File: src/kvc_pkg.sv
// ---------------------------------------------------------------------------
// kvc_pkg: shared types and constants of the banked key/value FIFO cache
// Field widths, operation codes, parameter defaults, offload constants and the occupancy-width and byte-mask helpers.
// ---------------------------------------------------------------------------
package kvc_pkg;

   // parameter defaults
   localparam int LAYER_COUNT_DEF = 4;
   localparam int NUM_BANKS_DEF   = 4;
   localparam int BANK_DEPTH_DEF  = 16;
   localparam int WORD_BYTES_DEF  = 8;

   // transaction field widths
   localparam int FUNC_W  = 2;
   localparam int LAYER_W = 2;
   localparam int SEQ_W   = 12;
   localparam int DATA_W  = 64;
   localparam int LEN_W   = 4;
   localparam int EBANK_W = 2;
   localparam int EVC_W   = 32;
   localparam int PCT_W   = 7;

   // offload threshold: percent of bank depth
   localparam int PCT_RESET = 80;
   localparam int PCT_SCALE = 100;

   typedef enum logic [FUNC_W-1:0] {
      FUNC_STORE = 2'd0,
      FUNC_LOAD  = 2'd1,
      FUNC_EVICT = 2'd2,
      FUNC_QUERY = 2'd3
   } func_type;

   // width of an occupancy count that can hold the full depth
   function automatic int occ_width(input int depth);
      occ_width = $clog2(depth + 1);
   endfunction

   // low nbytes bytes set
   function automatic logic [DATA_W-1:0] byte_mask(input logic [LEN_W-1:0] nbytes);
      logic [DATA_W-1:0] m;
      m = '0;
      for (int i = 0; i < DATA_W / 8; i++) begin
         if (LEN_W'(i) < nbytes) begin
            m[8*i +: 8] = 8'hFF;
         end
      end
      byte_mask = m;
   endfunction

endpackage

File: src/kvc_if.sv


interface kvc_csr_if;
   logic                         valid;
   logic                         ready;
   logic [kvc_pkg::PCT_W-1:0]    offload_percent;

   modport source (output valid, offload_percent, input ready);
   modport sink   (input valid, offload_percent, output ready);
endinterface

File: src/kvc_offload.sv
// ---------------------------------------------------------------------------
// kvc_offload: offload threshold register and occupancy compare
// Holds depth*percent; flags when any bank reaches depth*percent/100.
// ---------------------------------------------------------------------------
module kvc_offload #(
   parameter int NUM_BANKS  = kvc_pkg::NUM_BANKS_DEF,
   parameter int BANK_DEPTH = kvc_pkg::BANK_DEPTH_DEF
) (
   input  logic                 clock,
   input  logic                 reset,
   kvc_csr_if.sink              csr_bus,
   input  logic [NUM_BANKS-1:0][kvc_pkg::occ_width(BANK_DEPTH)-1:0] occ,
   output logic                 needs_offload
);

   localparam int OW   = kvc_pkg::occ_width(BANK_DEPTH);
   localparam int TPW  = $clog2(BANK_DEPTH * 127 + 1);
   localparam int CMPW = $clog2(128 * (BANK_DEPTH + 1));

   logic [TPW-1:0] tprod_ff, tprod_in;

   assign csr_bus.ready = 1'b1;

   // keep depth*percent; occ >= floor(p/100) holds exactly when 100*(occ+1) > p
   always_comb begin
      tprod_in = tprod_ff;
      if (csr_bus.valid) begin
         tprod_in = TPW'(csr_bus.offload_percent) * TPW'(BANK_DEPTH);
      end
   end

   always_ff @(posedge clock) begin
      if (reset) begin
         tprod_ff <= TPW'(BANK_DEPTH * kvc_pkg::PCT_RESET);
      end else begin
         tprod_ff <= tprod_in;
      end
   end

   always_comb begin
      needs_offload = 1'b0;
      for (int b = 0; b < NUM_BANKS; b++) begin
         if (CMPW'({1'b0, occ[b]} + (OW+1)'(1)) * CMPW'(kvc_pkg::PCT_SCALE)
             > CMPW'(tprod_ff)) begin
            needs_offload = 1'b1;
         end
      end
   end

endmodule

File: src/flat_wrapper.sv
// flat-port wrapper written by rule: the top's interface ports become plain ports
module kvc_offload_flat 
#(
   parameter int NUM_BANKS  = kvc_pkg::NUM_BANKS_DEF,
   parameter int BANK_DEPTH = kvc_pkg::BANK_DEPTH_DEF
)
  (clock, reset, occ, needs_offload, csr_bus_valid, csr_bus_offload_percent, csr_bus_ready);
  kvc_csr_if csr_bus_i ();
  input  logic clock;
  input  logic reset;
  input  logic [NUM_BANKS-1:0][kvc_pkg::occ_width(BANK_DEPTH)-1:0] occ;
  output logic needs_offload;
  input wire logic [$bits(csr_bus_i.valid)-1:0] csr_bus_valid;
  input wire logic [$bits(csr_bus_i.offload_percent)-1:0] csr_bus_offload_percent;
  output wire logic [$bits(csr_bus_i.ready)-1:0] csr_bus_ready;
  assign csr_bus_i.valid = csr_bus_valid;
  assign csr_bus_i.offload_percent = csr_bus_offload_percent;
  assign csr_bus_ready = csr_bus_i.ready;
  kvc_offload #(.NUM_BANKS(NUM_BANKS), .BANK_DEPTH(BANK_DEPTH)) u_core (.clock(clock), .reset(reset), .csr_bus(csr_bus_i), .occ(occ), .needs_offload(needs_offload));
endmodule
File: config.mk
export PLATFORM = sky130hd
export DESIGN_NAME = kvc_offload_flat
export DESIGN_NICKNAME = d
export VERILOG_FILES = /design/src/kvc_pkg.sv /design/src/kvc_if.sv /design/src/kvc_offload.sv /design/src/flat_wrapper.sv
export SDC_FILE = /design/constraint.sdc
export NUM_CORES = 1
export LEC_CHECK = 0
export BUFFER_PORTS_ARGS = -buffer_cell sky130_fd_sc_hd__buf_4
export CAP_MARGIN = 20
export CORE_MARGIN = 2
export CORE_UTILIZATION = 65
export CTS_CLUSTER_SIZE = 30
export DETAILED_ROUTE_END_ITERATION = 10
export GPL_TIMING_DRIVEN = 0
export HOLD_SLACK_MARGIN = 0.15
export PLACE_DENSITY_LB_ADDON = 0.12
export SYNTH_ARGS = -nofsm -noshare
export SYNTH_HDL_FRONTEND = slang
export SYNTH_SLANG_ARGS = --single-unit
export TNS_END_PERCENT = 20
File: constraint.sdc
create_clock -name clock -period 14 [get_ports clock]
set_clock_uncertainty 0.15 [all_clocks]
set_input_delay 3.5 -clock clock [delete_from_list [all_inputs] [get_ports clock]]
set_output_delay 3.5 -clock clock [all_outputs]
set_load 0.1 [all_outputs]
### Word level (Yosys, flattened, before mapping)

Cells that the tools add are included.
Widths: inputs -> output; s select.

* register bits: 7
* bits of input ports: 30
* output and inout port bits: 2

* add/subtract/negate cells: 4
* multipliers: 4
* order comparisons: 4
* multiplexer cells: 4

Operators with widths (number)
* $gt 12x11->1: 4
* $mul 12x5->10 const B: 4
* $add 5x1->6 const B: 4
* $mux 1: 4

### Depth between registers and ports, before layout

* depth in word-level cells: 7
* gate-level depth with buffers: 19
* depth with buffers taken out: 19

### Worst setup path before layout

Ideal clock, no wire load.

* kind: in2out
* start point: input port occ[5] in the netlist's numbering
* end point: output port needs_offload
* arrival time: 7.502 ns
* setup slack: 2.848 ns
* stages on the path: 17
* path buffers: 0
* cell sequence: ha_1 xnor2_2 inv_1 ha_1 ha_1 ha_1 ha_1 a21o_1 a21oi_1 xnor2_1 ha_1 a21o_1 a21oi_1 and2_1 a311o_1 o221a_1 nand4_1

* longest elaborated chain between the ends: 6

Ends and longest elaborated chain
* start: declaration: RTL line flat_wrapper.sv:11 `input logic [NUM_BANKS-1:0][kvc_pkg::occ_width(BANK_DEPTH)-1:0] occ;`
* $add 5x1->6: RTL line kvc_offload.sv:43 `if (CMPW'({1'b0, occ[b]} + (OW+1)'(1)) * CMPW'(kvc_pkg::PCT_SCALE)`
* $mul 12x5->10: RTL line kvc_offload.sv:43
* $gt 12x11->1: RTL line kvc_offload.sv:44 `> CMPW'(tprod_ff)) begin`
* $mux 1 (3 in series): RTL line kvc_offload.sv:43
* end: declaration: RTL line flat_wrapper.sv:12 `output logic needs_offload;`

Every way passes these cells.

### Worst setup path in the final report

Ends and elaborated chain as after synthesis.

==> flow_summary.json <==
{
  "first_pass_iters": 4,
  "finalWirelength_um": 5420,
  "power_mw": 0.278,
  "largest-register": "u_core.tprod_ff",
  "clk_path_buf_depth": 2,
  "clock-sinks": 7,
  "clk_root_buffer_cell": "clkbuf_8",
  "dieArea_sq_mm": 0.00502,
  "synth_area_leaders": "ha_1 (45%), xnor2_1 (9.3%), xor2_1 (6.3%)",
  "vias": 2383,
  "worst_pin_slew_ns": 0.515,
  "nets": 514,
  "gp_congestion": 0.790,
  "power_density_mw_per_mm2": 86.5,
  "syn-num-nets": 482,
  "ctsHoldBuffers": 0,
  "num_rows": 24,
  "regArea_sq_um": 140,
  "ys_warn_count": 0,
  "die_w_um": 70.9,
  "ys_ff_latch": 7,
  "numPortBuffers": 27,
  "syn_to_final_growth_pct": 10.8,
  "setup_tns_ns": 0,
  "holdPathStages": 2,
  "first_global_vias": 2349,
  "via_per_inst": 5.58,
  "fill_cells": 333,
  "rr_worst_depth": 2,
  "status": "completed",
  "arrival_ns": 7.49,
  "grt_pass1_wl_um": 9600,
  "postSynthCellCount": 344,
  "final_antenna_net_count": 0,
  "drtIter0Drc": 133,
  "post-synth-top-area-cell": "ha_1",
  "yosysSeqAreaShare": 0.0482,
  "hold_viol": 0,
  "fmax_mhz": 89.8,
  "drv_cap": 0,
  "crit_type": "in -> out",
  "grt_setup_unrepaired": "false",
  "worstSetupEndpointType": "output port",
  "power.leakage_nw": 1.79,
  "grt_antenna_before_repair": 0,
  "numCtsBuffers": 3,
  "reg_top3": "u_core.tprod_ff x7",
  "synth_cell_type_count": 34,
  "post_cts_buffers": 0,
  "reg2reg_setup_slack_ns": 13.02,
  "hp-class": "reg -> reg",
  "cts_resized": 0,
  "fin_crit_sh": 0.796,
  "ir_drop_mv": 0.0649,
  "io_pins": 32,
  "hpwl_um": 4770,
  "multi_input_area_sq_mm": 0.00258,
  "syn_area_sq_mm": 0.00291,
  "syn-mean-instance-area_sq_um": 8.45,
  "cts_tree": "yes",
  "synth_top_area_share": 0.448,
  "drv_slew": 0,
  "drcViolationCount": 0,
  "grt_max_degree": 10,
  "crit_fanout": 6,
  "slew_headroom": 0.657,
  "critPathRequiredTime_ns": 10.35,
  "coreArea_sq_mm": 0.00432,
  "track_usage": 0.228,
  "post-route-min-period_ns": 11.14,
  "start_kind": "primary input",
  "clock_latency_ns": 0.22,
  "grt_overflow": 0,
  "path_clk_slew_ns": 0.04,
  "setup_viol_count_final": 0,
  "drive_gt1_frac": 0.0880,
  "wl_per_cell_um": 12.7,
  "die_y_um": 70.9,
  "largest_reg_flops": 7,
  "insertedDiodeCount": 0,
  "initial_utilization": 0.672,
  "htreeDepth": 1
}
==> final timing paths <==
check,from,endpoint
hold reg to reg,u_core.tprod_ff[6],u_core.tprod_ff[6]
hold / removal,u_core.tprod_ff[6],u_core.tprod_ff[6]
setup / recovery,occ[5],needs_offload
setup reg to reg,u_core.tprod_ff[4],u_core.tprod_ff[4]
==> power by group <==
| group | internal (mW) | switching, mW | leakage [nW] |
|---|---|---|---|
| sequential | 0.0213 | 0.000909 | 0.0580 |
| clock | 0.0197 | 0.00867 | 0.0228 |
| combinational | 0.106 | 0.121 | 1.71 |
| total | 0.147 | 0.131 | 1.79 |
==> through the flow <==
step	utilization	area [sq um]	setup WS [ns]	hold slack, ns	instances
floorplan	-	2910	2.85	0.310	344
global placement	0.734	3170	2.89	0.324	423
detailed placement	0.734	3170	2.88	0.338	423
CTS	0.744	3220	2.85	0.348	427
global route	0.744	3220	2.61	0.377	427
finish	0.744	3220	2.86	0.346	427
==> Yosys cell counts <==
| cell type | number |
|---|---|
| a211oi_1 | 5 |
| a21boi_0 | 1 |
| a21o_1 | 12 |
| a21oi_1 | 19 |
| a221oi_1 | 1 |
| a311o_1 | 1 |
| a31oi_1 | 1 |
| and2_1 | 3 |
| and3_1 | 2 |
| buf_2 | 1 |
| buf_4 | 1 |
| clkbuf_1 | 3 |
| conb_1 | 1 |
| dfxtp_1 | 7 |
| fa_1 | 4 |
| ha_1 | 104 |
| inv_1 | 43 |
| mux2i_1 | 5 |
| nand2_1 | 14 |
| nand2b_1 | 1 |
| nand3_1 | 15 |
| nand4_1 | 3 |
| nor2_1 | 17 |
| nor2b_1 | 7 |
| nor3_1 | 3 |
| o211ai_1 | 2 |
| o21ai_0 | 7 |
| o21ai_1 | 1 |
| o21bai_1 | 5 |
| o221a_1 | 1 |
| o31ai_1 | 1 |
| xnor2_1 | 31 |
| xnor2_2 | 1 |
| xor2_1 | 21 |
==> routing by layer <==
| layer | vias to the layer above | global-route usage | wire length, um |
|---|---|---|---|
| li1 | 1255 | - | - |
| met1 | 1098 | 0.287 | 2490 |
| met2 | 25 | 0.432 | 2790 |
| met3 | 5 | 0.00997 | 103 |
| met4 | 0 | 0.0377 | 34 |
| met5 | - | 0 | 0 |
==> cell type report <==
| cell class | instances | area share |
|---|---|---|
| well taps | 52 | 0.0202 |
| flip-flops and latches | 7 | 0.0435 |
| plain buffers | 5 | 0.00739 |
| inverters | 43 | 0.0502 |
| clock buffers | 4 | 0.0140 |
| repair buffers | 27 | 0.0630 |
| multi-input cells | 289 | 0.802 |
==> critical path: stages <==
cell and delay [ns]:
buf_4 0.13, ha_1 0.23, xnor2_2 0.26, inv_1 0.11
ha_1 0.31, ha_1 0.29, ha_1 0.30, inv_1 0.06
fa_1 0.46, inv_1 0.08, a21o_1 0.11, a21oi_1 0.07
xnor2_1 0.14, ha_1 0.30, nand3_1 0.10, and2_1 0.16
a311o_1 0.33, o221a_1 0.14, nand4_1 0.10, buf_4 0.30
==> layout by cell type (no fill, tap or decap), types with 12 or more instances in the layout <==
master,instances
buf_4,28
nand2_1,14
xnor2_1,31
ha_1,104
a21oi_1,19
nand3_1,15
xor2_1,21
inv_1,43
nor2_1,17
a21o_1,12
==> cell families (layout without fill, tap and decap cells) <==
group	Yosys count	in the layout	share of synthesized area
buffers and inverters	48	79	0.0637
AOI/OAI and AO/OA	57	57	0.126
muxes	5	5	0.0172
xor gates and xnor gates	53	53	0.162
other	1	1	0.00129
and+or+nand+nor	65	65	0.106
adders and majority gates	108	108	0.475
DFF	7	7	0.0482
No activity file was read; power rests on OpenSTA's default activity.
